[src/design/assert_macros.svh]
// Assertion macros shared by the hash map modules.
`ifndef ASSERT_MACROS_SVH
`define ASSERT_MACROS_SVH
// Implication checked at every rising clock edge outside reset.
`define CHK_IMPLY(label, clk, rst, ante, cons, msg) \
   label: assert property (@(posedge clk) disable iff (rst) (ante) |-> (cons)) else $error(msg);
// Next-cycle implication outside reset.
`define CHK_NEXT(label, clk, rst, ante, cons, msg) \
   label: assert property (@(posedge clk) disable iff (rst) (ante) |=> (cons)) else $error(msg);
`endif

[src/design/chm_pkg.sv]
// Package for the chained hash map: commands, status codes, queue entry type.
`default_nettype none
package chm_pkg;
   localparam int BucketsDefault = 256;
   localparam int EntriesDefault = 1024;
   localparam int CountW = 11;

   typedef enum logic [1:0] {
      CMD_FIND = 2'd0, CMD_SET = 2'd1, CMD_DEL = 2'd2, CMD_CLEAR = 2'd3
   } cmd_type;

   typedef enum logic [2:0] {
      ST_HIT = 3'd0, ST_INSERTED = 3'd1, ST_NOT_FOUND = 3'd2,
      ST_POOL_FULL = 3'd3, ST_CLEARED = 3'd4
   } status_type;

   typedef struct packed {
      cmd_type     cmd;
      logic [31:0] key;
      logic [31:0] value;
   } cmd_item_type;
endpackage
`default_nettype wire

[src/design/chm_front.sv]
// Front end: accepts commands and holds them in a short queue for the engine.
`default_nettype none
`include "assert_macros.svh"
module chm_front
   import chm_pkg::*;
(
   input  wire logic         clock,
   input  wire logic         reset,
   input  wire logic         in_valid,
   output logic              in_ready,
   input  wire cmd_item_type in_item,
   output logic              q_valid,
   input  wire logic         q_ready,
   output cmd_item_type      q_item
);
   cmd_item_type slot_ff [2];
   logic         wr_ptr_ff, wr_ptr_in, rd_ptr_ff, rd_ptr_in;
   logic [1:0]   fill_ff, fill_in;
   logic         push, pop;

   assign in_ready = (fill_ff != 2'd2);
   assign q_valid  = (fill_ff != 2'd0);
   assign q_item   = slot_ff[rd_ptr_ff];
   assign push     = in_valid && in_ready;
   assign pop      = q_valid && q_ready;

   always_comb begin
      wr_ptr_in = push ? ~wr_ptr_ff : wr_ptr_ff;
      rd_ptr_in = pop ? ~rd_ptr_ff : rd_ptr_ff;
      fill_in   = fill_ff + {1'b0, push} - {1'b0, pop};
   end

   always_ff @(posedge clock) begin
      if (reset) begin
         wr_ptr_ff <= 1'b0;
         rd_ptr_ff <= 1'b0;
         fill_ff   <= 2'd0;
      end else begin
         wr_ptr_ff <= wr_ptr_in;
         rd_ptr_ff <= rd_ptr_in;
         fill_ff   <= fill_in;
      end
   end

   always_ff @(posedge clock) begin
      if (push) begin
         slot_ff[wr_ptr_ff] <= in_item;
      end
   end

   `CHK_IMPLY(a_fill_range, clock, reset, 1'b1, fill_ff <= 2'd2, "queue fill out of range")
   `CHK_NEXT(a_full_hold, clock, reset, fill_ff == 2'd2 && !pop, fill_ff == 2'd2,
      "full queue lost an entry")
endmodule
`default_nettype wire

[config.mk]
export PLATFORM = sky130hd
export DESIGN_NAME = chm_front
export DESIGN_NICKNAME = d
export VERILOG_FILES = /design/src/design/chm_pkg.sv /design/src/design/chm_front.sv
export VERILOG_INCLUDE_DIRS = /design/src /design/src/design
export SDC_FILE = /design/constraint.sdc
export NUM_CORES = 1
export LEC_CHECK = 0
export BUFFER_PORTS_ARGS = -buffer_cell sky130_fd_sc_hd__buf_2
export CAP_MARGIN = 0
export CORE_MARGIN = 5
export CORE_UTILIZATION = 50
export CTS_CLUSTER_DIAMETER = 30
export DETAILED_ROUTE_END_ITERATION = 8
export GPL_TIMING_DRIVEN = 0
export MAX_ROUTING_LAYER = met4
export PLACE_DENSITY = 0.83
export SETUP_SLACK_MARGIN = 0.2
export SYNTH_ARGS = -nofsm -noshare
export SYNTH_HDL_FRONTEND = slang
export SYNTH_SLANG_ARGS = --single-unit
export TNS_END_PERCENT = 5
[constraint.sdc]
create_clock -name clock -period 7.75 [get_ports clock]
set_clock_uncertainty 0.1 [all_clocks]
set_input_delay 0.3875 -clock clock [delete_from_list [all_inputs] [get_ports clock]]
set_output_delay 0.3875 -clock clock [all_outputs]
set_load 0.03 [all_outputs]
Word level (Yosys, flattened, before mapping)
Memories as Yosys holds them, arrays and structs flattened. A register that Yosys moved wholly into a read port is not among the register bits.
Index checks and enable logic that the tools add are counted.
{"block": "word_totals", "ff_bits": 4, "ram_bits": 132, "mem_count": 1}
{"block": "classes", "add_sub_neg": 2, "n_eq_ne": 1, "n_mux": 4, "bitwise_logic": 2, "reduce_logical": 3}
{"name": "slot_ff", "depth": 2, "word_bits": 66, "rd": 1, "rd_clocked_by_memory_dff": 1, "wr": 1, "line": "chm_front.sv:16", "text": "cmd_item_type slot_ff [2];"}
{"op": "$mux W1", "n": 4}
{"op": "$add A2 B1 Y2", "n": 1}
{"op": "$logic_and A1 B1 Y1", "n": 2}
{"op": "$ne A2 B2 Y1 const B", "n": 1}
{"op": "$not A1 Y1", "n": 2}
{"op": "$reduce_bool A2 Y1", "n": 1}
{"op": "$sub A2 B1 Y2", "n": 1}

Longest topological paths before layout
{"block": "logic_depth", "depth_word": 4, "depth_mapped": 8, "mapped_depth_nobuf": 8}

Worst setup path after synthesis
Ideal clock, no wire load.
{"block": "synth_timing", "kind": "flip-flop to flip-flop", "start": "reg fill_ff[0]", "end": "mem slot_ff[0][0] in the netlist's numbering (enable)", "arrival_ns": 3.462, "required_ns": 7.160, "setup_slack_ns": 3.697, "stages_incl_launch_ff": 4, "path_buffers": 0, "period_less_slack_ns": 4.053, "path_cell_list": "dfxtp_1 nand2b_2 nand2_1 nor2_1"}
{"block": "synth_between", "elab_chain_len": 4}
{"element": "start, declared", "line": "chm_front.sv:18", "text": "logic [1:0] fill_ff, fill_in;"}
{"element": "start signal, assigned", "line": "chm_front.sv:41", "text": "fill_ff <= fill_in;"}
{"element": "$ne A2 B2 Y1", "line": "chm_front.sv:21", "text": "assign in_ready = (fill_ff != 2'd2);"}
{"element": "named net in_ready", "line": "chm_front.sv:10", "text": "output logic in_ready,"}
{"element": "$logic_and A1 B1 Y1", "line": "chm_front.sv:24", "text": "assign push = in_valid && in_ready;"}
{"element": "$mux W1", "line": "chm_front.sv:46", "text": "if (push) begin"}
{"element": "$mux W1 (implied by the code)", "line": "chm_front.sv:47", "text": "slot_ff[wr_ptr_ff] <= in_item;"}
{"element": "end, declared", "line": "chm_front.sv:16"}
The timed path passes the listed nets, and every way through them passes these cells.

==> results.txt <==
- The run finished with clean final reports.
- EDFF count, synth: 132
* Normalized max-slew margin: 0.396
- Switching fraction of total power: 0.297
* Row count: 37
- Syn Nets: approximately 300
- The final route contains 2,848 vias.
- The initial utilization of the core area, before any placement, comes to 0.506.
- Net count, final: about 530
- In this run, CTS created clock tree buffers numbering 17.
* Instance count after placement with tap cells included: a little over 500
- Part of the Yosys area used for sequential elements: 0.789
- Ranked by total cell area, the synthesized netlist is headed by sky130_fd_sc_hd__edfxtp_1, sky130_fd_sc_hd__mux2_4, sky130_fd_sc_hd__mux2_2.
- Most Frequent Cell on Critical Path: sky130_fd_sc_hd__buf_6
- Input and output buffers added on the ports amount to about 140.
* Global-route wire length before repair: 16,000 microns
- The die covers between 10,000 and 15,000 sq um.
- TritonCTS built the clock tree.
- The synthesized design contains 137 register bits.
- Top-count cell post-synth: sky130_fd_sc_hd__edfxtp_1
- Total of hold buffers inserted after clock tree synthesis: 67
* Worst path buffer plus inverter count: 3
* Setup Crit Path Kind: flop to primary output
* Routability congestion estimate: 0.728
* Number of H-tree levels: 4
- CTS saw about 140 sinks.
* Max Fanout on Critical Path: 10
- Using the TritonRoute via totals, the vias-per-cell ratio works out to about 4.7.
- PostCTS Resize Cnt: 0
- The share of synthesized area in the top cell type comes to 0.769.
- Via count of the first global-routing pass: about 3,300
* Final routed wirelength across all metal layers: approximately 9600 microns
- From synthesis to final layout, the design area changed by 41.9%.
- Cell internal power was estimated by the tool at 0.00173 W.
- The repair_antennas step left the layout with diodes totalling 0.
* Syn Std Cell Area: slightly above 5000 sq um
- After layout, the minimum clock period comes to 2230 ps.
- Critical Path Sink Type: primary output
- Across every metal layer, demand over resource in global routing totals 0.171.
- Final critical-path share of the clock period: 0.287
- Routed wire length per instance: around 16 microns
- RSZ-0062 raised after global routing: no
- Count of placed standard cells in the final layout, fillers left out: ~600
- Synth Instances: approximately 230
* Total setup buffers inserted after CTS: 0
- Hold violation total from the final report: 0
- Grouping stages by cell kind, the critical path spends the most delay in buffers and inverters.
- In this run, distinct cell masters in the synthesized netlist total 17.
* Ordered cell list for the critical path: buf_6 > buf_6 > mux2_4 > buf_2
* Clock slew seen by the registers of the worst setup and hold paths: 60 ps
- Data on the critical path is required at its endpoint by roughly 7300 ps.
- In the synthesized netlist the async set-or-reset flop fraction comes to 0.
- Number of buffers on the longest clock path: 2
- Achievable Freq: 449 MHz
- The first detailed-routing pass took 4 iterations.
* Most numerous cell types in the synthesized netlist: sky130_fd_sc_hd__edfxtp_1, sky130_fd_sc_hd__mux2_4, sky130_fd_sc_hd__mux2_2
- Setup crit start kind: flop
- Max VDD drop: 0.254 mV
- Average size of a mapped cell: 22.5 sq um
* Largest net degree at the start of global routing: 67
- Half-perimeter wire length after placement: 5950 microns
* DRC errors left: 0
- Proportion of power drawn by flip-flops and latches: 0.389
- Cell at the slowest stage of the critical path: sky130_fd_sc_hd__dfxtp_1
- Delay of the slowest cell on the worst path: 350 ps
- Proportion of power drawn by combinational gates: 0.298
- For the worst-skew pair, the clock arrives at the later sink with an insertion delay of 500 ps.
- Width of the chip: 112 microns
- For this design the static power due to leakage is 2.88 nW.
- In this run, the number of DRC markers left after iteration 0 of detailed routing was between 100 and 150.
- Number of warning messages in the yosys log: 0
- Summed over all layers, the global routing overflow is 0.
* Total power after layout: 0.00247 W
- Die height: approximately 110 microns
- Summed over all nets, the switching power comes to 0.000733 W.
- The most used flip-flop cell after synthesis is sky130_fd_sc_hd__edfxtp_1.
* Number of endpoints failing setup at the final stage: 0
- Root buf cell: sky130_fd_sc_hd__clkbuf_8
- Top-Level Pins: approximately 140
* Antenna Violating Nets Remaining: 0
* TNS Setup: 0 ps
- Floorplan Core Area: between 10,000 and 15,000 sq um
- Max-capacitance violation count: 0
- STA puts the critical path data arrival time at ~1700 ps.
- In this run the worst hold path is classified as input pin to flop.
- Fraction of final layout cells sized beyond drive strength 1: 0.520
- Synth area leader: sky130_fd_sc_hd__edfxtp_1
- Power spread over the standard cell area amounts to about 340 nW/um^2.
* Worst slew pin tran: 906 ps
* Fin. max-slew vios: 0
- The initial antenna violation count came to 0.
- Of the total power, the clock network draws 0.313.
flip-flops by register name, summed over array words and instances (netlist names), named ones only:
register / cells
wr_ptr_ff: 1
rd_ptr_ff: 1
slot_ff: 132
fill_ff: 2
cells by family (layout without fill, tap and decap cells):
kind of cell    count (synthesis)  count (layout)  synth area share
compound gates                  1               1           0.00146
simple gates                   11              11            0.0109
flops                         137             137             0.789
fa+ha+maj                       2               2           0.00485
buf+inv                         8             246            0.0136
mux                            67              67             0.176
xor+xnor                        3               3           0.00510
layout make-up:
| class | count | area [sq um] |
|---|---|---|
| sequential | 137 | 4060 |
| fill | 636 | 2870 |
| timing repair buffer | 206 | 1400 |
| multi-input combinational | 84 | 1030 |
| clock buffer | 23 | 457 |
| tap | 136 | 170 |
| clock inverter | 9 | 123 |
| buffer | 7 | 66.3 |
| inverter | 1 | 3.75 |
per-layer routing:
layer  wire [microns]  global-route usage
met1             3710               0.188
met5                0                   -
met4              195              0.0770
met3              580              0.0478
met2             5120               0.291
worst reg2reg max path: cells and delay by family (launching register included):
family / cells / cell delay, ps
and+or+nand+nor: 2 / 970
DFF: 1 / 370
worst paths after layout:
path	from	endpoint	slack, ps	cells after the start
worst max register to register	fill_ff[0]	slot_ff[1][61]	5910	2
worst min-delay path	in_valid	wr_ptr_ff	260	3
worst min register to register	rd_ptr_ff	rd_ptr_ff	420	2
worst max-delay path	flop	q_item[47]	5520	4
power by group through the flow:
stage | clock, W | sequential [W] | combinational, W
6_report | 0.000772 | 0.000960 | 0.000735
5_1_grt | 0.000830 | 0.000970 | 0.000782
4_1_cts | 0.000785 | 0.000960 | 0.000745
3_5_place_dp | 0 | 0.000975 | 0.000717
3_3_place_gp | 0 | 0.000982 | 0.000693
2_1_floorplan | 0 | 0.000974 | 0.000530
layout by cell type, fill, tap and decap left out, types with 3 or more instances in the layout:
cell and instances:
sky130_fd_sc_hd__dfxtp_1 5, sky130_fd_sc_hd__buf_2 139, sky130_fd_sc_hd__mux2_4 40, sky130_fd_sc_hd__dlygate4sd3_1 67, sky130_fd_sc_hd__edfxtp_1 132, sky130_fd_sc_hd__mux2_2 27
sky130_fd_sc_hd__buf_6 5, sky130_fd_sc_hd__bufinv_16 3, sky130_fd_sc_hd__nor2_1 4, sky130_fd_sc_hd__clkbuf_8 3, sky130_fd_sc_hd__clkbuf_16 16, sky130_fd_sc_hd__clkbuf_1 4
stage by stage:
stage	cell area [sq um]	hold slack, ps	utilization	worst slack (ps)
CTS	7310	235	0.718	5480
finish	7310	260	0.718	5520
detailed placement	6060	420	0.595	5870
floorplan	5150	359	-	3700
global route	7310	258	0.718	5430
global placement	6010	393	0.590	2350
No activity file was read; power rests on OpenSTA's default activity.
